File: src/design/lbp_pkg.sv
`default_nettype none

package lbp_pkg;

    // Command codes carried in the input beat's tuser.
    localparam logic [2:0] CMD_TICK  = 3'd0;
    localparam logic [2:0] CMD_OFF   = 3'd1;
    localparam logic [2:0] CMD_ON    = 3'd2;
    localparam logic [2:0] CMD_TMO   = 3'd3;
    localparam logic [2:0] CMD_SLOW  = 3'd4;
    localparam logic [2:0] CMD_FAST  = 3'd5;
    localparam logic [2:0] CMD_BURST = 3'd6;

    // Mode codes reported in the result beat.
    localparam logic [2:0] MODE_OFF   = 3'd0;
    localparam logic [2:0] MODE_ON    = 3'd1;
    localparam logic [2:0] MODE_SLOW  = 3'd2;
    localparam logic [2:0] MODE_FAST  = 3'd3;
    localparam logic [2:0] MODE_BURST = 3'd4;

    // Register indexes on the configuration port.
    localparam logic [1:0] CFG_SLOW_HALF  = 2'd0;
    localparam logic [1:0] CFG_FAST_HALF  = 2'd1;
    localparam logic [1:0] CFG_BURST_STEP = 2'd2;
    localparam logic [1:0] CFG_BURST_GAP  = 2'd3;

    localparam logic [15:0] RST_SLOW_HALF  = 16'd250;
    localparam logic [15:0] RST_FAST_HALF  = 16'd50;
    localparam logic [15:0] RST_BURST_STEP = 16'd100;
    localparam logic [15:0] RST_BURST_GAP  = 16'd500;

    localparam int CFG_IDX_W   = 2;
    localparam int CFG_DATA_W  = 16;
    localparam int CMD_W       = 3;
    localparam int MODE_W      = 3;
    localparam int PHASE_W     = 3;
    localparam int TMO_FIELD_W = 32;
    localparam int OUT_DATA_W  = 8;

    typedef struct packed {
        logic [CFG_DATA_W-1:0] slow_half;
        logic [CFG_DATA_W-1:0] fast_half;
        logic [CFG_DATA_W-1:0] burst_step;
        logic [CFG_DATA_W-1:0] burst_gap;
    } t_cfg;

    typedef struct packed {
        logic              busy;
        logic [MODE_W-1:0] mode;
        logic              led;
    } t_result;

endpackage

`default_nettype wire

File: src/design/lbp_cfg.sv
`default_nettype none

module lbp_cfg (
    input  wire logic                            i_clk,
    input  wire logic                            i_rst_n,
    input  wire logic                            i_wr,
    input  wire logic [lbp_pkg::CFG_IDX_W-1:0]   i_index,
    input  wire logic [lbp_pkg::CFG_DATA_W-1:0]  i_data,
    output lbp_pkg::t_cfg                        o_cfg
);

    lbp_pkg::t_cfg r_cfg;

    always_ff @(posedge i_clk) begin
        if (!i_rst_n) begin
            r_cfg.slow_half  <= lbp_pkg::RST_SLOW_HALF;
            r_cfg.fast_half  <= lbp_pkg::RST_FAST_HALF;
            r_cfg.burst_step <= lbp_pkg::RST_BURST_STEP;
            r_cfg.burst_gap  <= lbp_pkg::RST_BURST_GAP;
        end else if (i_wr) begin
            unique case (i_index)
                lbp_pkg::CFG_SLOW_HALF:  r_cfg.slow_half  <= i_data;
                lbp_pkg::CFG_FAST_HALF:  r_cfg.fast_half  <= i_data;
                lbp_pkg::CFG_BURST_STEP: r_cfg.burst_step <= i_data;
                lbp_pkg::CFG_BURST_GAP:  r_cfg.burst_gap  <= i_data;
                default: ;
            endcase
        end
    end

    assign o_cfg = r_cfg;

endmodule

`default_nettype wire

File: src/design/lbp_core.sv
`default_nettype none

module lbp_core #(
    parameter int TIMEOUT_BITS     = 32,
    parameter int PERIOD_BITS      = 16,
    parameter int BURST_LAST_PHASE = 5
) (
    input  wire logic                        i_clk,
    input  wire logic                        i_rst_n,
    input  wire logic                        i_step,
    input  wire logic [lbp_pkg::CMD_W-1:0]   i_cmd,
    input  wire logic [TIMEOUT_BITS-1:0]     i_tmo,
    input  wire lbp_pkg::t_cfg               i_cfg,
    output lbp_pkg::t_result                 o_result
);

    localparam logic [lbp_pkg::PHASE_W-1:0] LAST_PHASE =
        lbp_pkg::PHASE_W'(BURST_LAST_PHASE);

    logic [lbp_pkg::MODE_W-1:0]  r_mode,  n_mode;
    logic                        r_led,   n_led;
    logic [lbp_pkg::PHASE_W-1:0] r_phase, n_phase;
    logic [PERIOD_BITS-1:0]      r_uwait, n_uwait;
    logic [TIMEOUT_BITS-1:0]     r_owait, n_owait;
    logic                        r_armed, n_armed;

    logic [31:0]            w_slow_ext, w_fast_ext, w_step_ext, w_gap_ext;
    logic [PERIOD_BITS-1:0] w_slow, w_fast, w_step, w_gap;
    logic                   w_update;
    logic                   w_enter;
    logic [lbp_pkg::MODE_W-1:0] w_enter_mode;

    // Periods are held to PERIOD_BITS bits.
    assign w_slow_ext = {16'd0, i_cfg.slow_half};
    assign w_fast_ext = {16'd0, i_cfg.fast_half};
    assign w_step_ext = {16'd0, i_cfg.burst_step};
    assign w_gap_ext  = {16'd0, i_cfg.burst_gap};
    assign w_slow = w_slow_ext[PERIOD_BITS-1:0];
    assign w_fast = w_fast_ext[PERIOD_BITS-1:0];
    assign w_step = w_step_ext[PERIOD_BITS-1:0];
    assign w_gap  = w_gap_ext[PERIOD_BITS-1:0];

    always_comb begin
        n_mode   = r_mode;
        n_led    = r_led;
        n_phase  = r_phase;
        n_uwait  = r_uwait;
        n_owait  = r_owait;
        n_armed  = r_armed;
        w_update = 1'b0;
        w_enter  = 1'b0;
        w_enter_mode = lbp_pkg::MODE_OFF;

        unique case (i_cmd)
            lbp_pkg::CMD_TICK: begin
                if (r_mode != lbp_pkg::MODE_OFF) begin
                    if (r_armed && (r_owait == '0)) begin
                        w_enter      = 1'b1;
                        w_enter_mode = lbp_pkg::MODE_OFF;
                    end else begin
                        if (r_armed) begin
                            n_owait = r_owait - TIMEOUT_BITS'(1);
                        end
                        if (r_uwait == '0) begin
                            w_update = 1'b1;
                        end else begin
                            n_uwait = r_uwait - PERIOD_BITS'(1);
                        end
                    end
                end
            end
            lbp_pkg::CMD_OFF: begin
                w_enter      = 1'b1;
                w_enter_mode = lbp_pkg::MODE_OFF;
            end
            lbp_pkg::CMD_ON, lbp_pkg::CMD_TMO: begin
                w_enter      = 1'b1;
                w_enter_mode = lbp_pkg::MODE_ON;
            end
            lbp_pkg::CMD_SLOW: begin
                w_enter      = 1'b1;
                w_enter_mode = lbp_pkg::MODE_SLOW;
            end
            lbp_pkg::CMD_FAST: begin
                w_enter      = 1'b1;
                w_enter_mode = lbp_pkg::MODE_FAST;
            end
            lbp_pkg::CMD_BURST: begin
                w_enter      = 1'b1;
                w_enter_mode = lbp_pkg::MODE_BURST;
            end
            default: ;
        endcase

        // Entering a mode resets everything and runs the first update at once.
        if (w_enter) begin
            n_armed  = 1'b0;
            n_owait  = '0;
            n_led    = (w_enter_mode == lbp_pkg::MODE_ON);
            n_uwait  = '0;
            n_phase  = '0;
            n_mode   = w_enter_mode;
            w_update = 1'b1;
        end

        if (w_update) begin
            unique case (n_mode)
                lbp_pkg::MODE_SLOW: begin
                    n_uwait = w_slow;
                    n_led   = ~n_led;
                end
                lbp_pkg::MODE_FAST: begin
                    n_uwait = w_fast;
                    n_led   = ~n_led;
                end
                lbp_pkg::MODE_BURST: begin
                    n_led = ~n_phase[0];
                    if (n_phase < LAST_PHASE) begin
                        n_uwait = w_step;
                        n_phase = n_phase + lbp_pkg::PHASE_W'(1);
                    end else begin
                        n_uwait = w_gap;
                        n_phase = '0;
                    end
                end
                default: begin
                    n_uwait = '0;
                end
            endcase
        end

        if (i_cmd == lbp_pkg::CMD_TMO) begin
            n_owait = i_tmo;
            n_armed = 1'b1;
        end
    end

    always_ff @(posedge i_clk) begin
        if (!i_rst_n) begin
            r_mode  <= lbp_pkg::MODE_OFF;
            r_led   <= 1'b0;
            r_phase <= '0;
            r_uwait <= '0;
            r_owait <= '0;
            r_armed <= 1'b0;
        end else if (i_step) begin
            r_mode  <= n_mode;
            r_led   <= n_led;
            r_phase <= n_phase;
            r_uwait <= n_uwait;
            r_owait <= n_owait;
            r_armed <= n_armed;
        end
    end

    assign o_result.led  = n_led;
    assign o_result.mode = n_mode;
    assign o_result.busy = n_armed || (n_mode == lbp_pkg::MODE_SLOW) ||
                           (n_mode == lbp_pkg::MODE_FAST) ||
                           (n_mode == lbp_pkg::MODE_BURST);

endmodule

`default_nettype wire

File: src/design/led_blink_pattern_controller.sv
// LED blink pattern controller. Each input beat carries a command in tuser
// (tick, off, on, on with timeout, slow blink, fast blink, burst) and a
// timeout in tdata, and produces exactly one result beat with the LED level,
// the current mode and a busy flag. A beat is registered on entry, then the
// mode state is updated and the result is formed in one pass of short logic
// into the output register, so the block takes one beat per clock cycle;
// the only thing that slows it is back-pressure on the result side. Ticks
// are expected once per millisecond, so every period register counts in
// milliseconds. The user must write the four period registers through the
// configuration port only while no beat is in flight; the block does not
// enforce this. They reset to 250, 50, 100 and 500.
`default_nettype none

module led_blink_pattern_controller #(
    parameter int TIMEOUT_BITS     = 32,
    parameter int PERIOD_BITS      = 16,
    parameter int BURST_LAST_PHASE = 5
) (
    input  wire logic                                i_clk,
    input  wire logic                                i_rst_n,
    // Command stream.
    input  wire logic                                i_s_tvalid,
    output logic                                     o_s_tready,
    // tdata: timeout_ms [31:0]
    input  wire logic [lbp_pkg::TMO_FIELD_W-1:0]     i_s_tdata,
    // tuser: cmd [2:0]
    input  wire logic [lbp_pkg::CMD_W-1:0]           i_s_tuser,
    // Result stream.
    output logic                                     o_m_tvalid,
    input  wire logic                                i_m_tready,
    // tdata: led_lit [0], mode_now [3:1], busy_res [4], zero [7:5]
    output logic [lbp_pkg::OUT_DATA_W-1:0]           o_m_tdata,
    // Configuration writes.
    input  wire logic                                i_cfg_valid,
    output logic                                     o_cfg_ready,
    input  wire logic [lbp_pkg::CFG_IDX_W-1:0]       i_cfg_index,
    input  wire logic [lbp_pkg::CFG_DATA_W-1:0]      i_cfg_data
);

    logic                          r_in_valid;
    logic [lbp_pkg::CMD_W-1:0]     r_in_cmd;
    logic [TIMEOUT_BITS-1:0]       r_in_tmo;
    logic                          r_out_valid;
    lbp_pkg::t_result              r_out;

    logic                          w_out_adv;
    logic                          w_step;
    lbp_pkg::t_cfg                 w_cfg;
    lbp_pkg::t_result              w_result;

    // The output register moves whenever it is empty or being drained; the
    // input register refills whenever its beat moves on.
    assign w_out_adv  = !r_out_valid || i_m_tready;
    assign w_step     = r_in_valid && w_out_adv;
    assign o_s_tready = !r_in_valid || w_out_adv;
    assign o_cfg_ready = 1'b1;

    always_ff @(posedge i_clk) begin
        if (!i_rst_n) begin
            r_in_valid <= 1'b0;
        end else if (o_s_tready) begin
            r_in_valid <= i_s_tvalid;
        end
    end

    // Only the low TIMEOUT_BITS bits of the timeout take part.
    always_ff @(posedge i_clk) begin
        if (o_s_tready && i_s_tvalid) begin
            r_in_cmd <= i_s_tuser;
            r_in_tmo <= i_s_tdata[TIMEOUT_BITS-1:0];
        end
    end

    lbp_cfg u_cfg (
        .i_clk   (i_clk),
        .i_rst_n (i_rst_n),
        .i_wr    (i_cfg_valid),
        .i_index (i_cfg_index),
        .i_data  (i_cfg_data),
        .o_cfg   (w_cfg)
    );

    lbp_core #(
        .TIMEOUT_BITS     (TIMEOUT_BITS),
        .PERIOD_BITS      (PERIOD_BITS),
        .BURST_LAST_PHASE (BURST_LAST_PHASE)
    ) u_core (
        .i_clk    (i_clk),
        .i_rst_n  (i_rst_n),
        .i_step   (w_step),
        .i_cmd    (r_in_cmd),
        .i_tmo    (r_in_tmo),
        .i_cfg    (w_cfg),
        .o_result (w_result)
    );

    always_ff @(posedge i_clk) begin
        if (!i_rst_n) begin
            r_out_valid <= 1'b0;
        end else if (w_out_adv) begin
            r_out_valid <= r_in_valid;
        end
    end

    always_ff @(posedge i_clk) begin
        if (w_step) begin
            r_out <= w_result;
        end
    end

    assign o_m_tvalid = r_out_valid;
    assign o_m_tdata  = {3'b000, r_out.busy, r_out.mode, r_out.led};

    // A held input beat must not change while the result side is stalled.
    a_in_hold: assert property (@(posedge i_clk) disable iff (!i_rst_n)
        (r_in_valid && !w_out_adv) |=> ($stable(r_in_cmd) && $stable(r_in_tmo)))
        else $error("input register changed while stalled");

    // In off mode the LED is dark and nothing is pending.
    a_off_dark: assert property (@(posedge i_clk) disable iff (!i_rst_n)
        (r_out_valid && (r_out.mode == lbp_pkg::MODE_OFF)) |-> (!r_out.led && !r_out.busy))
        else $error("off mode reports lit LED or busy");

    // Blink and burst modes always report busy.
    a_blink_busy: assert property (@(posedge i_clk) disable iff (!i_rst_n)
        (r_out_valid && ((r_out.mode == lbp_pkg::MODE_SLOW) ||
                         (r_out.mode == lbp_pkg::MODE_FAST) ||
                         (r_out.mode == lbp_pkg::MODE_BURST))) |-> r_out.busy)
        else $error("blink mode without busy");

    // A burst command lights the LED at once.
    a_burst_lit: assert property (@(posedge i_clk) disable iff (!i_rst_n)
        (w_step && (r_in_cmd == lbp_pkg::CMD_BURST)) |=> r_out.led)
        else $error("burst did not start lit");

endmodule

`default_nettype wire

File: config.mk
export PLATFORM = sky130hd
export DESIGN_NAME = led_blink_pattern_controller
export DESIGN_NICKNAME = d
export VERILOG_FILES = /design/src/design/lbp_pkg.sv /design/src/design/lbp_cfg.sv /design/src/design/lbp_core.sv /design/src/design/led_blink_pattern_controller.sv
export SDC_FILE = /design/constraint.sdc
export NUM_CORES = 1
export LEC_CHECK = 0
export CORE_AREA = 4 4 118 120
export DETAILED_ROUTE_END_ITERATION = 7
export DIE_AREA = 0 0 122 124
export DONT_BUFFER_PORTS = 1
export PLACE_DENSITY = 0.77
export SLEW_MARGIN = 20
export SYNTH_ARGS = -nofsm -noshare
export SYNTH_HDL_FRONTEND = slang
export SYNTH_SLANG_ARGS = --single-unit
File: constraint.sdc
create_clock -name i_clk -period 5.33 [get_ports i_clk]
set_clock_uncertainty 0.1 [all_clocks]
set_input_delay 0.7995 -clock i_clk [delete_from_list [all_inputs] [get_ports i_clk]]
set_output_delay 0.7995 -clock i_clk [all_outputs]
set_load 0.03 [all_outputs]
======== After elaboration in Yosys (flattened, before gate mapping) ========
Cells that the tools add are included.
cells by class
  add/subtract/negate cells ............... 3
  $lt $le $gt $ge ......................... 1
  equal/unequal tests ..................... 16
  muxes and demuxes ....................... 33
  bitwise operators ....................... 2
  reduce and logical (&&, ||, !) cells .... 29
operators by type and width
  cell                     count
  $mux W32                 6
  $mux W16                 7
  $pmux W16 S3             1
  $logic_not A32 Y1        1
  $sub A32 B1 Y32 const B  1
  $reduce_bool A3 Y1       6
  $logic_not A16 Y1        1
  $sub A16 B1 Y16 const B  1
  $mux W3                  5
  $eq A3 B2 Y1 const B     4
  $eq A3 B3 Y1 const B     4
  $pmux W3 S4              1
  $mux W1                  11
  $reduce_and A5 Y1        2
  $reduce_and A2 Y1        4
  $eq A3 B1 Y1 const B     2
  $ne A3 B1 Y1 const B     2
  $reduce_or A6 Y1         1
  $logic_or A1 B1 Y1       5
  $eq A2 B2 Y1 const B     2
  $pmux W1 S2              2
  $reduce_or A2 Y1         2
  $add A3 B1 Y3 const B    1
  $logic_and A1 B1 Y1      3
  other kinds (7)          9
word-level totals
  flip-flop bits (word level) ............. 162
  word-level logic and storage cells ...... 101

======== Longest topological paths before layout ========
  word-level depth ........................ 10
  gate-level depth with buffers ........... 15
  mapped depth without buffers ............ 12

======== Cells and area by module ========
A second synthesis with hierarchy kept.
unflattened totals
  cells, all modules ...................... 847
  area, all modules ....................... 8,077.7 µm²
by module, submodules not included
  module                        times used  cells an instance  area each (µm²)  sequential area each (µm²)
  lbp_core                      1           552                4,197.8          1,121.1
  lbp_cfg                       1           240                2,537.4          1,281.2
  led_blink_pattern_controller  1           55                 1,342.5          1,241.2

======== Worst setup path before layout ========
OpenSTA, ideal clock, no wires.
  path kind ............................... flip-flop to flip-flop
  start ................................... register u_core.r_owait[14]
  end ..................................... register u_core.r_phase[2] in the netlist's numbering
  arrival ................................. 3.447 ns
  path slack .............................. 1.661 ns
  stages on the path, launching flop included .. 14
  buffers on the path ..................... 4
  clock period less this slack ............ 3.669 ns
  path through ............................ dfxtp_1 or4_4 or4_1 buf_2 or4_4 buf_6 o21a_4 clkbuf_1 clkbuf_1 and2_1 ha_1 nand2_1 mux2i_1 o311a_1
on the way
  word-level cells in the longest chain between the ends .. 10
  elaborated cells between the ends (all ways) .. 17
ends and longest elaborated chain
  what                                           line                              RTL
  start: declaration                             lbp_core.sv:24                    logic [TIMEOUT_BITS-1:0] r_owait, n_owait;
  start signal: assignment                       lbp_core.sv:151                   r_owait <= n_owait;
  $logic_not A32 Y1 *                            lbp_core.sv:57                    if (r_armed && (r_owait == '0)) begin
  $logic_and A1 B1 Y1 *                          lbp_core.sv:57
  $mux W1                                        lbp_core.sv:57
  $mux W1                                        lbp_core.sv:56                    if (r_mode != lbp_pkg::MODE_OFF) begin
  $pmux W1 S2                                    lbp_core.sv:54                    unique case (i_cmd)
  $mux W3                                        lbp_core.sv:96                    if (w_enter) begin
  $add A3 B1 Y3 or $lt A3 B3 Y1 (tied branches)  lbp_core.sv:120, lbp_core.sv:118
  $mux W3                                        lbp_core.sv:118                   if (n_phase < LAST_PHASE) begin
  $mux W3                                        lbp_core.sv:107                   unique case (n_mode)
  $mux W3 *                                      lbp_core.sv:106                   if (w_update) begin
  end signal: assignment                         lbp_core.sv:149                   r_phase <= n_phase;
  end: declaration                               lbp_core.sv:22                    logic [lbp_pkg::PHASE_W-1:0] r_phase, n_phase;
Every way passes the cells marked *; elsewhere a longest branch is shown, timed or not.
A chain may end at the register's enable or synchronous reset.

======== Worst setup path after layout ========
  start ................................... register u_core.r_owait[8]
  end ..................................... register u_core.r_uwait[13]
on the way
  elaborated cells between the ends (all ways) .. 24
RTL lines
  what                                          line             RTL
  $logic_not A32 Y1 *                           lbp_core.sv:57
  $logic_and A1 B1 Y1 *                         lbp_core.sv:57
  $mux W1 *                                     lbp_core.sv:57
  $mux W1 *                                     lbp_core.sv:56
  $pmux W1 S2 *                                 lbp_core.sv:54
  $mux W3 *                                     lbp_core.sv:96
  via u_core.n_mode, one bit                    lbp_core.sv:20   logic [lbp_pkg::MODE_W-1:0] r_mode, n_mode;
  $eq A3 B3 Y1 or $eq A3 B2 Y1 (tied branches)  lbp_core.sv:107
  $pmux W16 S3 *                                lbp_core.sv:107
  $mux W16 *                                    lbp_core.sv:106
  end signal: assignment                        lbp_core.sv:150  r_uwait <= n_uwait;
  end: declaration                              lbp_core.sv:23   logic [PERIOD_BITS-1:0] r_uwait, n_uwait;
Mark *: on every way through the listed nets, which the timed path passes. The rest lies on a longest branch.

==> flow_summary.json <==
{
  "path_cells": "nor4_1 > nand4_1 > or4_4 > o21a_4 > a21oi_4 > inv_2 > o211ai_1 > buf_4 > o22ai_1 > o221a_2",
  "start_util": 0.590,
  "worstHoldPathCells": 1,
  "io_buffers": 0,
  "cap_violations": 0,
  "ys.flop_type": "dfxtp_1",
  "cts_buffers": 17,
  "grt_busiest_layer": "met2",
  "cp_max_fo": 31,
  "critical-path-max-stage-delay_ns": 0.73,
  "net-switching-power_uw": 769,
  "finalSetupViolations": 0,
  "cp.required_ns": 5.55,
  "ys_async_sr_fraction": 0,
  "antennaDiodeCount": 0,
  "core.rowCount": 42,
  "grt_pass1_wl_mm": 29.8,
  "ff2ff_path_depth": 10,
  "synth.distinct_cells": 63,
  "maxSlewHeadroom": 0.384,
  "hp-class": "in -> reg",
  "postCtsSetupRepairBufs": 0,
  "htree_levels": 4,
  "status": "complete, no violations",
  "track_usage": 0.250,
  "routed_wl_mm": 18.4,
  "ctsHoldBuffers": 0,
  "gr-usage-met1": 0.349,
  "ant_nets": 0,
  "antenna_found_initial": 0,
  "setup.worst_path.end_class": "flip-flop",
  "io_pins": 69,
  "area_growth_pct": 8.02,
  "cts_resized": 0,
  "grt_pass1_vias": 5966,
  "powerDensity_nw_per_um2": 348,
  "reg2reg_to": "u_core.r_uwait[13]",
  "reg2reg_from": "u_core.r_owait[8]",
  "r2r_setup_slack_ns": 1.30,
  "yosysWarnings": 0,
  "grt_use_met2": 0.386,
  "worstPathArrival_ns": 4.25,
  "fmax_mhz": 248,
  "place.detailed.hpwl_mm": 12.2,
  "clk_pin_slew_ns": 0.06,
  "pwr-share-comb": 0.134,
  "swShare": 0.267,
  "cts_tree": "yes",
  "dr_total_vias": 6446,
  "die-area_um2": 15100,
  "avgSynthCellArea_um2": 8.84,
  "firstDrtPassIters": 5,
  "synth-edff-count": 40,
  "clk_path_buf_depth": 2,
  "root_buffer": "clkbuf_16",
  "routabilityCongestion": 0.939,
  "routed_via_density": 6.26,
  "drc": 0,
  "criticalPathCategory": "reg -> reg",
  "power_leakage_uw": 0.00309,
  "slew_violations": 0,
  "n_fill_cell": 1090,
  "design_power_total_uw": 2880,
  "power.internal_uw": 2110,
  "start_kind": "flip-flop",
  "worstMarginPinSlew_ns": 0.918,
  "clkLatencyLatePin_ns": 0.43,
  "routedWlPerCell_um": 17.8,
  "grt_max_degree": 126,
  "core_um2": 13000,
  "drive_gt1_frac": 0.0773,
  "nets": 903,
  "syn_inst": 866,
  "drt-initial-drc-count": 632,
  "final_hold_viol_count": 0,
  "holdCritStartpoint": "i_rst_n",
  "peakVddDrop_mv": 0.221,
  "setup_tns_ns": 0,
  "rsz0062_at_grt": "false",
  "met3_usage": 0.0545,
  "fin_crit_ns": 4.03,
  "pwr-share-seq": 0.474,
  "overflow": 0,
  "min_to": "u_cfg.o_cfg[8]",
  "critPathBufInv": 2,
  "cp_slowest_cell": "nor4_1",
  "ys_seq_area_frac": 0.476,
  "numClockSinks": 162,
  "synth_area_um2": 7660,
  "fp.dieH_um": 124,
  "fin_crit_sh": 0.756,
  "critPathTopFamily": "simple AND/OR/NAND/NOR gates",
  "die_w_um": 122,
  "synth_seq_cells": 162,
  "pwr-share-clk": 0.392
}
[synthesized netlist by cell type (2+ instances only)]
master    count  share of area
a31oi_1       3         0.0025
o22ai_1      18          0.015
mux2i_1      25          0.033
a22oi_1      13          0.013
or3_1         3         0.0025
o211a_1       4         0.0052
or4_4         2         0.0029
nor2_1       39          0.019
xnor2_1       5         0.0057
nand4_1       3         0.0025
o211ai_1      3         0.0029
buf_4         4         0.0039
a32oi_1       8         0.0092
a31o_2        2         0.0023
dfxtp_1     122           0.32
and3_1        8         0.0065
and2_1       23          0.019
conb_1        2        0.00098
nand3_1      24          0.016
o221a_2       7          0.010
a311oi_1      6         0.0069
ha_1          4         0.0065
inv_1        13         0.0064
or4_1         5         0.0049
and4b_1       2         0.0026
buf_6         2         0.0029
clkbuf_1     46          0.023
buf_2         6         0.0039
mux2_2        8          0.012
nor2b_1      10         0.0082
edfxtp_1     40           0.16
o21ai_0      57          0.037
nand3b_1      2         0.0020
a221oi_1      7         0.0080
nor4_1       13          0.011
nor3_1       21          0.014
a21boi_0     47          0.046
nand2b_1      2         0.0016
xor2_1        5         0.0057
a21oi_1      51          0.033
nor3b_1       9         0.0088
a211oi_1      2         0.0020
nand2_1     170          0.083
[final cells by class]
| cell class | count | area, um^2 | area share |
|---|---|---|---|
| Inverter | 14 | 52.6 | 0.00635 |
| Timing Repair Buffer | 12 | 90.1 | 0.0109 |
| Tap cell | 176 | 220 | 0.0266 |
| Multi-Input combinational cell | 634 | 3720 | 0.450 |
| Clock inverter | 10 | 86.3 | 0.0104 |
| Clock buffer | 22 | 454 | 0.0549 |
| Sequential cell | 162 | 3640 | 0.441 |
[state kept, by name (all words and copies together) (netlist names)]
register / cells
u_cfg.o_cfg: 64
r_in_tmo: 32
u_core.r_owait: 32
u_core.r_uwait: 16
o_m_tdata: 5
r_in_cmd: 3
u_core.r_mode: 3
u_core.r_phase: 3
o_m_tvalid: 1
r_in_valid: 1
u_core.r_armed: 1
u_core.r_led: 1
[power by group through the flow]
stage	combinational (uW)	clock, uW	sequential, uW
floorplan	308	0	1380
global placement	366	0	1390
detailed placement	376	0	1390
CTS	379	1140	1360
global route	429	1190	1370
finish	386	1130	1360
[worst max path at each step]
stage                                   from                 end  slack [ns]  depth (start not counted)
after global placement    u_core.r_owait[14]   u_core.r_uwait[3]        1.42                          9
after floorplan           u_core.r_owait[14]   u_core.r_phase[2]        1.66                         13
after detailed placement   u_core.r_owait[8]  u_core.r_uwait[13]        1.34                         10
final                      u_core.r_owait[8]  u_core.r_uwait[13]        1.30                         10
after global routing       u_core.r_owait[8]   u_core.r_uwait[1]        1.07                         11
after CTS                  u_core.r_owait[8]  u_core.r_uwait[13]        1.35                         10
[metal layers]
| layer | vias up | share of wire |
|---|---|---|
| met2 | 266 | 0.45 |
| met1 | 3091 | 0.46 |
| met5 | - | 0 |
| met3 | 30 | 0.078 |
| li1 | 3059 | - |
| met4 | 0 | 0.015 |
[cells in the final DEF, fill, tap and decap left out, types with 8 or more instances in the layout]
cell type and n:
edfxtp_1 40, mux2i_1 25, nor2b_1 10, dfxtp_1 122, o22ai_1 18, nor2_1 37
a22oi_1 13, a21oi_1 51, mux2_2 8, and2_1 23, nand3_1 24, and3_1 8
clkbuf_16 17, inv_1 13, a21boi_0 47, a32oi_1 8, nor3b_1 9, o21ai_0 57
buf_4 12, nand2_1 170, nor4_1 13, nor3_1 21
[kinds of logic after synthesis]
| family | share of synthesized area |
|---|---|
| AOI/OAI and AO/OA | 0.212 |
| other | 0.000981 |
| buffers and inverters | 0.0402 |
| DFF | 0.476 |
| adders and majority gates | 0.00654 |
| xor gates and xnor gates | 0.0114 |
| and+or+nand+nor | 0.208 |
| muxes | 0.0445 |
[per-stage QoR]
stage | instance area [um^2] | cells | setup WS, ns | utilization | hold slack (ns)
floorplan | 7660 | 868 | 1.66 | - | 0.335
global placement | 7720 | 997 | 1.42 | 0.595 | 0.348
detailed placement | 7730 | 998 | 1.34 | 0.595 | 0.355
CTS | 8270 | 1030 | 1.35 | 0.637 | 0.335
global route | 8270 | 1030 | 1.07 | 0.637 | 0.346
finish | 8270 | 1030 | 1.30 | 0.637 | 0.359
(Power assumes the default switching activity.)
